[src/rtl/ffha_pkg.sv]
// Shared types and constants for the first-fit heap allocator.
`timescale 1ns / 1ps

package ffha_pkg;

    // Default sizing of the block table and heap layout
    localparam int MAX_BLOCKS_DEF   = 64;
    localparam int HEADER_BYTES_DEF = 16;
    localparam int MIN_SPLIT_DEF    = 8;

    // Largest request that still rounds up without wrapping
    localparam logic [31:0] REQ_MAX = 32'hFFFF_FFF8;

    // Item operation codes
    localparam logic OP_ALLOC   = 1'b0;
    localparam logic OP_RELEASE = 1'b1;

    // Configuration register indexes
    localparam logic CFG_HEAP_BASE = 1'b0;
    localparam logic CFG_HEAP_TOP  = 1'b1;

    typedef enum logic [2:0] {
        ST_OK       = 3'd0,
        ST_BAD_SIZE = 3'd1,
        ST_NO_SPACE = 3'd2,
        ST_NULL     = 3'd3,
        ST_UNKNOWN  = 3'd4,
        ST_DBL_FREE = 3'd5
    } t_status;

    // One entry of the block table
    typedef struct packed {
        logic [31:0] start;
        logic [31:0] size;
        logic        free;
    } t_entry;

    typedef enum logic [4:0] {
        S_IDLE, S_CHK, S_SRCH_RD, S_SRCH_EV, S_NOTFOUND,
        S_INS_START, S_INS_CHK, S_INS_MV,
        S_MRG_RD, S_MRG_LD, S_MRG_CHK, S_MRG_EV,
        S_RM_CHK, S_RM_MV,
        S_ST_INIT, S_ST_RD, S_ST_ACC, S_FIN
    } t_state;

    typedef enum logic [4:0] {
        DP_NOP, DP_LOAD, DP_NEXT, DP_GRANT, DP_GRANT_SPLIT, DP_DFREE,
        DP_MARK_FREE, DP_UNKNOWN, DP_NOSPACE, DP_GROW,
        DP_INS_START, DP_INS_MOVE, DP_INS_NEW,
        DP_LATCH_CUR, DP_MERGE, DP_ADVANCE, DP_RM_MOVE, DP_RM_DONE,
        DP_ST_START, DP_ST_ACC, DP_OUT
    } t_dp_op;

    typedef enum logic [1:0] {
        RD_IDX, RD_IDX_P1, RD_J_M1, RD_J_P1
    } t_rd_sel;

    typedef struct packed {
        t_dp_op  op;
        logic    rd_en;
        t_rd_sel rd_sel;
    } t_dp_cmd;

    typedef struct packed {
        logic is_alloc;
        logic early;
        logic idx_end;
        logic hit;
        logic split_ok;
        logic rd_free;
        logic grow_ok;
        logic ins_at;
        logic mrg_end;
        logic can_merge;
        logic rm_end;
    } t_dp_stat;

endpackage

[src/rtl/ffha_ctrl.sv]
// Controller: sequences search, insert, coalesce and statistics walks over the table.
`timescale 1ns / 1ps

module ffha_ctrl (
    input  logic               i_clk,
    input  logic               i_rst_n,
    input  logic               i_start,
    input  ffha_pkg::t_dp_stat i_stat,
    output ffha_pkg::t_dp_cmd  o_cmd,
    output logic               o_busy
);

    ffha_pkg::t_state r_state, n_state;

    always_ff @(posedge i_clk) begin
        if (!i_rst_n) begin
            r_state <= ffha_pkg::S_IDLE;
        end else begin
            r_state <= n_state;
        end
    end

    // Next state
    always_comb begin
        n_state = r_state;
        unique case (r_state)
            ffha_pkg::S_IDLE:    if (i_start) n_state = ffha_pkg::S_CHK;
            ffha_pkg::S_CHK:     n_state = i_stat.early ? ffha_pkg::S_ST_INIT
                                                        : ffha_pkg::S_SRCH_RD;
            ffha_pkg::S_SRCH_RD: n_state = i_stat.idx_end ? ffha_pkg::S_NOTFOUND
                                                          : ffha_pkg::S_SRCH_EV;
            ffha_pkg::S_SRCH_EV: begin
                if (!i_stat.hit) begin
                    n_state = ffha_pkg::S_SRCH_RD;
                end else if (i_stat.is_alloc) begin
                    n_state = i_stat.split_ok ? ffha_pkg::S_INS_START : ffha_pkg::S_ST_INIT;
                end else begin
                    n_state = i_stat.rd_free ? ffha_pkg::S_ST_INIT : ffha_pkg::S_MRG_RD;
                end
            end
            ffha_pkg::S_NOTFOUND:  n_state = ffha_pkg::S_ST_INIT;
            ffha_pkg::S_INS_START: n_state = ffha_pkg::S_INS_CHK;
            ffha_pkg::S_INS_CHK:   n_state = i_stat.ins_at ? ffha_pkg::S_ST_INIT
                                                           : ffha_pkg::S_INS_MV;
            ffha_pkg::S_INS_MV:    n_state = ffha_pkg::S_INS_CHK;
            ffha_pkg::S_MRG_RD:    n_state = ffha_pkg::S_MRG_LD;
            ffha_pkg::S_MRG_LD:    n_state = ffha_pkg::S_MRG_CHK;
            ffha_pkg::S_MRG_CHK:   n_state = i_stat.mrg_end ? ffha_pkg::S_ST_INIT
                                                            : ffha_pkg::S_MRG_EV;
            ffha_pkg::S_MRG_EV:    n_state = i_stat.can_merge ? ffha_pkg::S_RM_CHK
                                                              : ffha_pkg::S_MRG_CHK;
            ffha_pkg::S_RM_CHK:    n_state = i_stat.rm_end ? ffha_pkg::S_MRG_CHK
                                                           : ffha_pkg::S_RM_MV;
            ffha_pkg::S_RM_MV:     n_state = ffha_pkg::S_RM_CHK;
            ffha_pkg::S_ST_INIT:   n_state = ffha_pkg::S_ST_RD;
            ffha_pkg::S_ST_RD:     n_state = i_stat.idx_end ? ffha_pkg::S_FIN
                                                            : ffha_pkg::S_ST_ACC;
            ffha_pkg::S_ST_ACC:    n_state = ffha_pkg::S_ST_RD;
            ffha_pkg::S_FIN:       n_state = ffha_pkg::S_IDLE;
            default:               n_state = ffha_pkg::S_IDLE;
        endcase
    end

    // Datapath commands
    always_comb begin
        o_cmd.op     = ffha_pkg::DP_NOP;
        o_cmd.rd_en  = 1'b0;
        o_cmd.rd_sel = ffha_pkg::RD_IDX;
        unique case (r_state)
            ffha_pkg::S_IDLE: if (i_start) o_cmd.op = ffha_pkg::DP_LOAD;
            ffha_pkg::S_SRCH_RD: o_cmd.rd_en = !i_stat.idx_end;
            ffha_pkg::S_SRCH_EV: begin
                if (!i_stat.hit) begin
                    o_cmd.op = ffha_pkg::DP_NEXT;
                end else if (i_stat.is_alloc) begin
                    o_cmd.op = i_stat.split_ok ? ffha_pkg::DP_GRANT_SPLIT
                                               : ffha_pkg::DP_GRANT;
                end else begin
                    o_cmd.op = i_stat.rd_free ? ffha_pkg::DP_DFREE
                                              : ffha_pkg::DP_MARK_FREE;
                end
            end
            ffha_pkg::S_NOTFOUND: begin
                if (!i_stat.is_alloc) begin
                    o_cmd.op = ffha_pkg::DP_UNKNOWN;
                end else begin
                    o_cmd.op = i_stat.grow_ok ? ffha_pkg::DP_GROW : ffha_pkg::DP_NOSPACE;
                end
            end
            ffha_pkg::S_INS_START: o_cmd.op = ffha_pkg::DP_INS_START;
            ffha_pkg::S_INS_CHK: begin
                if (i_stat.ins_at) begin
                    o_cmd.op = ffha_pkg::DP_INS_NEW;
                end else begin
                    o_cmd.rd_en  = 1'b1;
                    o_cmd.rd_sel = ffha_pkg::RD_J_M1;
                end
            end
            ffha_pkg::S_INS_MV: o_cmd.op = ffha_pkg::DP_INS_MOVE;
            ffha_pkg::S_MRG_RD: o_cmd.rd_en = 1'b1;
            ffha_pkg::S_MRG_LD: o_cmd.op = ffha_pkg::DP_LATCH_CUR;
            ffha_pkg::S_MRG_CHK: begin
                o_cmd.rd_en  = !i_stat.mrg_end;
                o_cmd.rd_sel = ffha_pkg::RD_IDX_P1;
            end
            ffha_pkg::S_MRG_EV: o_cmd.op = i_stat.can_merge ? ffha_pkg::DP_MERGE
                                                            : ffha_pkg::DP_ADVANCE;
            ffha_pkg::S_RM_CHK: begin
                if (i_stat.rm_end) begin
                    o_cmd.op = ffha_pkg::DP_RM_DONE;
                end else begin
                    o_cmd.rd_en  = 1'b1;
                    o_cmd.rd_sel = ffha_pkg::RD_J_P1;
                end
            end
            ffha_pkg::S_RM_MV:   o_cmd.op = ffha_pkg::DP_RM_MOVE;
            ffha_pkg::S_ST_INIT: o_cmd.op = ffha_pkg::DP_ST_START;
            ffha_pkg::S_ST_RD:   o_cmd.rd_en = !i_stat.idx_end;
            ffha_pkg::S_ST_ACC:  o_cmd.op = ffha_pkg::DP_ST_ACC;
            ffha_pkg::S_FIN:     o_cmd.op = ffha_pkg::DP_OUT;
            default: ;
        endcase
    end

    assign o_busy = (r_state != ffha_pkg::S_IDLE);

endmodule

[config.mk]
export PLATFORM = sky130hd
export DESIGN_NAME = ffha_ctrl
export DESIGN_NICKNAME = d
export VERILOG_FILES = /design/src/rtl/ffha_pkg.sv /design/src/rtl/ffha_ctrl.sv
export SDC_FILE = /design/constraint.sdc
export NUM_CORES = 1
export LEC_CHECK = 0
export BUFFER_PORTS_ARGS = -buffer_cell sky130_fd_sc_hd__buf_2
export CAP_MARGIN = 25
export CORE_MARGIN = 5
export CORE_UTILIZATION = 40
export CTS_CLUSTER_SIZE = 20
export DETAILED_ROUTE_END_ITERATION = 8
export GPL_ROUTABILITY_DRIVEN = 0
export REMOVE_ABC_BUFFERS = 1
export SLEW_MARGIN = 20
export SYNTH_ARGS = -nofsm -noshare
export SYNTH_HDL_FRONTEND = slang
export SYNTH_SLANG_ARGS = --single-unit
[constraint.sdc]
create_clock -name i_clk -period 2.8 [get_ports i_clk]
set_clock_uncertainty 0.2 [all_clocks]
set_input_delay 0.14 -clock i_clk [delete_from_list [all_inputs] [get_ports i_clk]]
set_output_delay 0.14 -clock i_clk [all_outputs]
set_load 0.01 [all_outputs]
==> results.yml, run 1 <==
run_status:
  status: "completed"
cells_and_area:
  synthToLayoutAreaGrowth_pct: 19.3
  top_regs: "r_state (5)"
  layout_common_cells: "buf_2 (22), nor2_1 (10), nand2_1 (8), nor2b_1 (8)"
  n_antenna_cell: 0
  layout.cells.non_filler: 168
  largest_reg_flops: 5
  drive_gt1_share_pct: 29.1
  final_nets: 156
  largest-register: "r_state"
  layout_commonest_cell: "buf_2"
synth:
  synth_edf_count: 0
  synth.yosys.seq_area_share_pct: 11.6
  synth.area.top_cells: "dfxtp_1 (12%), mux2i_1 (5.8%), nor2b_1 (5.8%), a21o_1 (4.3%), a31oi_1 (4.3%)"
  ys.flop_type: "dfxtp_1"
  syn_area_um2: 863
  syn_inst: 119
  synth_cell_type_count: 51
  synth_warnings: 0
  synth_top_area_share_pct: 11.6
  async_flop_share_pct: 0
  avgSynthCellArea_um2: 7.25
  synth-seq-cells: 5
  synth_top_area_cell: "dfxtp_1"
placement:
  dp.final_hpwl_mm: 1.84
  io_buffers: 22
  dpl.cell_count: 162
die:
  std_cell_rows: 16
  die_y_um: 56.5
  fp.dieW_um: 56.5
  core_um2: 2000
  initial_utilization_pct: 43.1
  top_level_ports: 23
  die_area_um2: 3190
cts:
  numClockSinks: 5
  clk_latency_ns: 0.26
  htreeDepth: 1
  cts_tree: "built"
  cts_setup_buffers: 0
  cts.clk_slew.worst_paths_ns: 0.05
  cts_root_buf: "clkbuf_4"
  numCtsBuffers: 3
  clockBufferDepth: 2
routing:
  wl_mm: 2.50
  drt-initial-drc-count: 32
  dr_total_vias: 958
  drc_errors: 0
  drt-vias-per-instance: 5.70
  ant_nets: 0
  drt_pre_antenna_iters: 4
  wl_per_cell_um: 14.9
setup_path:
  reg2regPathDepth: 5
  crit_path_end_kind: "output pin"
  crit_required_ns: 2.46
  crit_type: "reg2out"
  critPathArrivalTime_ns: 2.02
  worstPathMaxFanout: 28
  setup.worst_path.start_class: "flip-flop"
timing:
  period_share_pct: 84.2
  rsz0062_at_grt: "false"
  hold_viol: 0
  setup_tns_ns: 0
  max_freq_mhz: 424
  slew_headroom_pct: 38.2
  maxSlewViolCount: 0
  fin_crit_ns: 2.36
  finalSetupViolCount: 0
  tightest_slew_ns: 0.925
grt:
  grt_remaining_overflow: 0
  track_usage_pct: 16.9
  grt_pass1_wl_mm: 4.42
  grt_pass1_vias: 956
  grt_antenna_before_repair: 0
  grt_start_max_net_pins: 29
min_path:
  hold_depth: 3
  hold_class: "in2reg"
power_and_ir_drop:
  p_leak_nw: 0.447
  ir_drop_mv: 0.477
  p_per_area_nw_per_um2: 905
  finalPower_mw: 0.932
flow_run:
  timing.max_cap.violations: 0
layer usage:
layer | routed length [um] | up-vias | track usage (%) | share of wire (%)
li1 | - | 497 | - | -
met1 | 1160 | 434 | 22.4 | 46
met2 | 1150 | 23 | 25.9 | 46
met3 | 161 | 4 | 5.50 | 6.4
met4 | 34 | 0 | 5.08 | 1.4
met5 | 0 | - | 0 | 0
path summary, 6_finish.rpt:
kind / to / slack, ns / from
worst max-delay path: o_cmd[2] / 0.44 / r_state[0]
worst max register to register: r_state[2] / 0.73 / r_state[0]
worst min register to register: r_state[4] / 0.48 / r_state[3]
worst min-delay path: r_state[2] / 0.08 / i_stat[10]
timing repair:
action                    CTS  global route
resized for setup           0             0
hold endpoints to repair    2             0
hold buffers                2             0
metrics by stage:
stage	util, %	setup WS (ns)	hold slack, ns	area [um^2]
6_report	51.4	0.444	0.0837	1030
5_1_grt	51.4	0.281	0.0816	1030
4_1_cts	51.4	0.458	0.0767	1030
3_5_place_dp	49.1	0.725	0.216	983
3_3_place_gp	49.1	0.751	0.196	983
2_1_floorplan	-	0.827	0.0925	795
critical path, stage by stage, from the launching register on:
cell and delay [ns]:
dfxtp_1 0.60, or4b_4 0.67, a21oi_2 0.18, a21oi_2 0.07
o31ai_1 0.08, buf_2 0.17
cells in the mapped netlist, types with 2 or more instances:
master    instances
buf_4             2
a21o_1            5
a31oi_1           6
and3_1            2
buf_2             7
o21bai_1          3
nand2b_1          5
clkbuf_1          2
a21oi_2           2
nor2b_1           8
or2_0             2
nor2_1           10
nor4b_1           2
mux2i_1           5
nand3_1           2
o21ai_0           6
and3b_1           2
dfxtp_1           5
nand2_1           8
a21oi_1           4
power breakdown:
group / total, mW / switching (mW) / internal [mW]
logic: 0.635 / 0.328 / 0.308
registers: 0.204 / 0.108 / 0.0960
clock network: 0.0920 / 0.0376 / 0.0544
area by class of cell:
| cell class | instances | area, um^2 |
|---|---|---|
| Fill cell | 202 | 972 |
| Multi-Input combinational cell | 100 | 687 |
| Timing Repair Buffer | 30 | 175 |
| Sequential cell | 5 | 100 |
| Tap cell | 27 | 33.8 |
| Clock buffer | 4 | 26.3 |
| Inverter | 2 | 7.51 |
cells by family after synthesis:
family          count (synthesis)  synth area share [%]
flops                           5                  11.6
simple gates                   51                  36.5
buf+inv                        14                  8.84
mux                             6                  7.10
compound gates                 43                  35.9
Power figures use the tool's default switching activity.
==> inputs of run 2 (changes only) <==
==> constraint.sdc (replaced) <==
create_clock -name i_clk -period 2.4 [get_ports i_clk]
set_clock_uncertainty 0.2 [all_clocks]
set_input_delay 0.12 -clock i_clk [delete_from_list [all_inputs] [get_ports i_clk]]
set_output_delay 0.12 -clock i_clk [all_outputs]
set_load 0.01 [all_outputs]
==> results.yml, run 2 (synthesis results as in run 1) <==
cts:
  clk_latency_ns: 0.25
  clockBufferDepth: 2
  htreeDepth: 1
  numCtsBuffers: 3
  cts_setup_buffers: 0
  cts_root_buf: "clkbuf_4"
  cts.clk_slew.worst_paths_ns: 0.05
  numClockSinks: 5
  cts_tree: "built"
timing:
  finalSetupViolCount: 0
  setup_tns_ns: 0
  hold_viol: 0
  slew_headroom_pct: 71.1
  period_share_pct: 90.6
  maxSlewViolCount: 0
  max_freq_mhz: 460
  tightest_slew_ns: 0.433
  rsz0062_at_grt: "false"
  fin_crit_ns: 2.17
power_and_ir_drop:
  sw_frac_of_total_pct: 50.4
  ir_drop_mv: 0.440
  intPower_mw: 0.568
  p_sw_mw: 0.576
  clockPowerShare_pct: 9.3
  combPwrFrac_pct: 71.3
  seqPwrFrac_pct: 19.3
  p_per_area_nw_per_um2: 1080
  p_leak_nw: 0.468
cells_and_area:
  largest-register: "r_state"
  design_area_um2: 1060
  layout.cells.non_filler: 172
  drive_gt1_share_pct: 31.7
  top_regs: "r_state (5)"
  largest_reg_flops: 5
  synthToLayoutAreaGrowth_pct: 22.9
  n_antenna_cell: 0
  layout_common_cells: "buf_2 (22), nor2_1 (10), buf_4 (10), nand2_1 (8), nor2b_1 (8)"
  layout_commonest_cell: "buf_2"
  utilization_pct: 53.0
  final_nets: 160
routing:
  wl_per_cell_um: 15.3
  drt-vias-per-instance: 5.83
  drt_pre_antenna_iters: 4
  dr_total_vias: 1002
  drc_errors: 0
  ant_nets: 0
  drt-initial-drc-count: 18
  wl_mm: 2.64
setup_path:
  critPathArrivalTime_ns: 1.85
  reg2reg_slack_ns: 0.58
  setup.worst_path.start_class: "flip-flop"
  crit_type: "reg2out"
  worstPathMaxFanout: 11
  reg2regPathDepth: 5
  crit_required_ns: 2.08
  crit_path_end_kind: "output pin"
  r2r_end: "r_state[1]"
  timing.rr.start: "r_state[0]"
grt:
  track_usage_pct: 17.0
  grt_pass1_wl_mm: 4.49
  grt_antenna_before_repair: 0
  grt_pass1_vias: 972
  grt_start_max_net_pins: 24
  grt_remaining_overflow: 0
die:
  die_y_um: 56.5
  fp.dieW_um: 56.5
  initial_utilization_pct: 43.1
  core_um2: 2000
  top_level_ports: 23
  std_cell_rows: 16
  die_area_um2: 3190
min_path:
  hold_depth: 3
  hold_class: "in2reg"
  min_to: "r_state[2]"
  min_from: "i_stat[10]"
placement:
  dpl.cell_count: 166
  io_buffers: 22
  dp.final_hpwl_mm: 2.03
  dpl-instance-area_um2: 1010
run_status:
  status: "completed"
flow_run:
  timing.max_cap.violations: 0
-- run 2: final cells by class --
cell class / count / area [um^2]
Clock buffer: 4 / 26.3
Inverter: 2 / 7.51
Timing Repair Buffer: 34 / 205
Tap cell: 27 / 33.8
Sequential cell: 5 / 101
Multi-Input combinational cell: 100 / 687
Fill cell: 204 / 941
-- run 2: worst max path at each step --
stage                          start  endpoint  slack (ns)  cells past startpoint
after floorplan           r_state[3]  o_cmd[2]        0.45                      4
after global placement    r_state[0]  o_cmd[2]        0.44                      5
after detailed placement  r_state[0]  o_cmd[2]        0.40                      5
after CTS                 r_state[0]  o_cmd[2]        0.12                      5
after global routing      r_state[4]  o_cmd[5]        0.11                      5
final                     r_state[4]  o_cmd[5]        0.23                      5
-- run 2: power by group through the flow --
stage                     logic, mW  clock network [mW]  registers [mW]
after floorplan               0.470                   0           0.257
after global placement        0.793                   0           0.218
after detailed placement      0.811                   0           0.218
after CTS                     0.815               0.108           0.218
after global routing          0.893               0.111           0.234
final                         0.816               0.107           0.221
-- run 2: critical path: stages, from the launching register on --
cell	delay, ns
dfxtp_1	0.58
nand2b_1	0.26
nor2_1	0.07
mux2_2	0.26
a221o_1	0.29
buf_2	0.14
-- run 2: stage by stage --
step / power (mW) / hold WS, ns / setup slack [ns]
floorplan: 0.727 / 0.0725 / 0.447
global placement: 1.01 / 0.187 / 0.443
detailed placement: 1.03 / 0.193 / 0.398
CTS: 1.14 / 0.0781 / 0.124
global route: 1.24 / 0.115 / 0.106
finish: 1.14 / 0.0776 / 0.227
-- run 2: per-layer routing --
layer	share of wire (%)	wire (um)	vias to the layer above	track usage (%)
li1	-	-	510	-
met1	49	1280	468	23.0
met2	47	1250	22	28.1
met3	3.6	95	2	2.98
met4	0.38	10	0	3.05
met5	0	0	-	0
-- run 2: repair_timing --
action                     in CTS  in global routing
resized for setup               0                  1
hold endpoints to repair        2                  0
hold buffers                    2                  0
setup endpoints to repair       0                  1
==> inputs of run 3 (changes only) <==
--- a/config.mk
+++ b/config.mk
@@ -7,11 +7,14 @@
 export LEC_CHECK = 0
 export BUFFER_PORTS_ARGS = -buffer_cell sky130_fd_sc_hd__buf_2
 export CAP_MARGIN = 25
+export CELL_PAD_IN_SITES_DETAIL_PLACEMENT = 1
+export CELL_PAD_IN_SITES_GLOBAL_PLACEMENT = 1
 export CORE_MARGIN = 5
-export CORE_UTILIZATION = 40
+export CORE_UTILIZATION = 36
 export CTS_CLUSTER_SIZE = 20
 export DETAILED_ROUTE_END_ITERATION = 8
 export GPL_ROUTABILITY_DRIVEN = 0
+export PLACE_DENSITY_LB_ADDON = 0.1
 export REMOVE_ABC_BUFFERS = 1
 export SLEW_MARGIN = 20
 export SYNTH_ARGS = -nofsm -noshare
==> results.yml, run 3 (synthesis results as in run 1) <==
run_status:
  status: "completed"
cells_and_area:
  design_area_um2: 1050
  drive_gt1_share_pct: 30.8
  final_nets: 158
  top_regs: "r_state (5)"
  layout_commonest_cell: "buf_2"
  n_antenna_cell: 0
  layout_common_cells: "buf_2 (22), nor2_1 (10), nand2_1 (8), nor2b_1 (8), buf_4 (8)"
  largest_reg_flops: 5
  synthToLayoutAreaGrowth_pct: 21.3
  multi_input_area_um2: 687
  register_area_um2: 101
  n_fill_cell: 306
  largest-register: "r_state"
die:
  initial_utilization_pct: 38.3
  fp.dieW_um: 59.0
  die_area_um2: 3480
  die_y_um: 59.0
  core_um2: 2250
  std_cell_rows: 17
  top_level_ports: 23
timing:
  setup_tns_ns: 0
  slew_headroom_pct: 68.8
  maxSlewViolCount: 0
  hold_viol: 0
  period_share_pct: 91.8
  finalSetupViolCount: 0
  rsz0062_at_grt: "false"
  setup_slack_ns: 0.196
  max_freq_mhz: 454
  tightest_slew_ns: 0.467
  fin_crit_ns: 2.20
min_path:
  hold_depth: 3
  hold_class: "in2reg"
  min_from: "i_stat[6]"
routing:
  wl_per_cell_um: 17.1
  drt-initial-drc-count: 37
  drc_errors: 0
  ant_nets: 0
  drt-vias-per-instance: 5.82
  drt_pre_antenna_iters: 4
  dr_total_vias: 995
  wl_mm: 2.92
setup_path:
  crit_chain: "buf_4 -> nor3_2 -> and4_1 -> a221o_1 -> buf_2"
  timing.rr.start: "r_state[1]"
  crit_slowest_cell: "dfxtp_1"
  max_stage_delay_ns: 0.55
  crit_path_end_kind: "output pin"
  worstPathMaxFanout: 11
  reg2regPathDepth: 5
  cpLargestDelayFamily: "flip-flops"
  crit_type: "reg2out"
  crit_buf_inv: 2
  critPathArrivalTime_ns: 1.88
  crit_cells: 5
  crit_required_ns: 2.08
  setup.worst_path.start_class: "flip-flop"
  crit_start: "r_state[3]"
power_and_ir_drop:
  p_per_area_nw_per_um2: 1080
  ir_drop_mv: 0.534
  finalPower_mw: 1.14
  p_leak_nw: 0.458
cts:
  htreeDepth: 1
  clockBufferDepth: 2
  cts_setup_buffers: 0
  cts_tree: "built"
  numClockSinks: 5
  numCtsBuffers: 3
  cts_root_buf: "clkbuf_4"
  cts.clk_slew.worst_paths_ns: 0.05
  clk_latency_ns: 0.25
placement:
  dpl-instance-area_um2: 1000
  dp_slack_ns: 0.349
  io_buffers: 22
  dp.final_hpwl_mm: 2.22
grt:
  grt_pass1_wl_mm: 4.84
  grt_start_max_net_pins: 23
  grt_remaining_overflow: 0
  track_usage_pct: 17.7
  grt_pass1_vias: 958
  grt_antenna_before_repair: 0
flow_run:
  timing.max_cap.violations: 0
run 3: cell count changes in the layout (fill, tap and decap cells not counted):
cell,change
buf_4,-2
run 3: timing repair:
item / in CTS / in global routing
setup endpoints to repair: 0 / 1
gates resized for setup: 0 / 1
hold buffers: 2 / 0
endpoints found under the hold margin: 2 / 0
run 3: cell type report:
cell class | instances | area share, %
clock buffers | 4 | 2.51
inverters | 2 | 0.717
multi-input cells | 100 | 65.6
flip-flops and latches | 5 | 9.68
well taps | 28 | 3.35
repair buffers | 32 | 18.2
run 3: path summary, 6_finish.rpt:
path / endpoint / slack (ns)
min: r_state[0] / 0.09
max reg2reg: r_state[1] / 0.53
min reg2reg: r_state[3] / 0.62
max: o_cmd[5] / 0.20
run 3: metrics by stage:
| step | hold slack (ns) | std cells | utilization [%] |
|---|---|---|---|
| 3_3_place_gp | 0.170 | 165 | 44.3 |
| 4_1_cts | 0.0684 | 171 | 46.4 |
| 5_1_grt | 0.125 | 171 | 46.4 |
| 3_5_place_dp | 0.181 | 165 | 44.3 |
| 2_1_floorplan | 0.0725 | 107 | - |
| 6_report | 0.0912 | 171 | 46.4 |
run 3: worst register-to-register path, cell delays in order (launching register included):
cell and delay, ns:
dfxtp_1 0.43, buf_4 0.26, nor4_2 0.37, mux2i_1 0.23
nand2_1 0.14, a41oi_1 0.17
run 3: where the power goes:
group	total [mW]	switching [mW]	internal (mW)
sequential	0.218	0.104	0.114
combinational	0.815	0.441	0.374
clock	0.102	0.0393	0.0632
total	1.14	0.585	0.551
run 3: routing by layer:
metal  routed length (um)  GRT usage [%]  up-vias
met5                    0              0        -
met4                   11           3.88        0
met3                  105           3.05        2
met2                 1300           26.7       16
met1                 1500           26.2      481
li1                     -              -      496
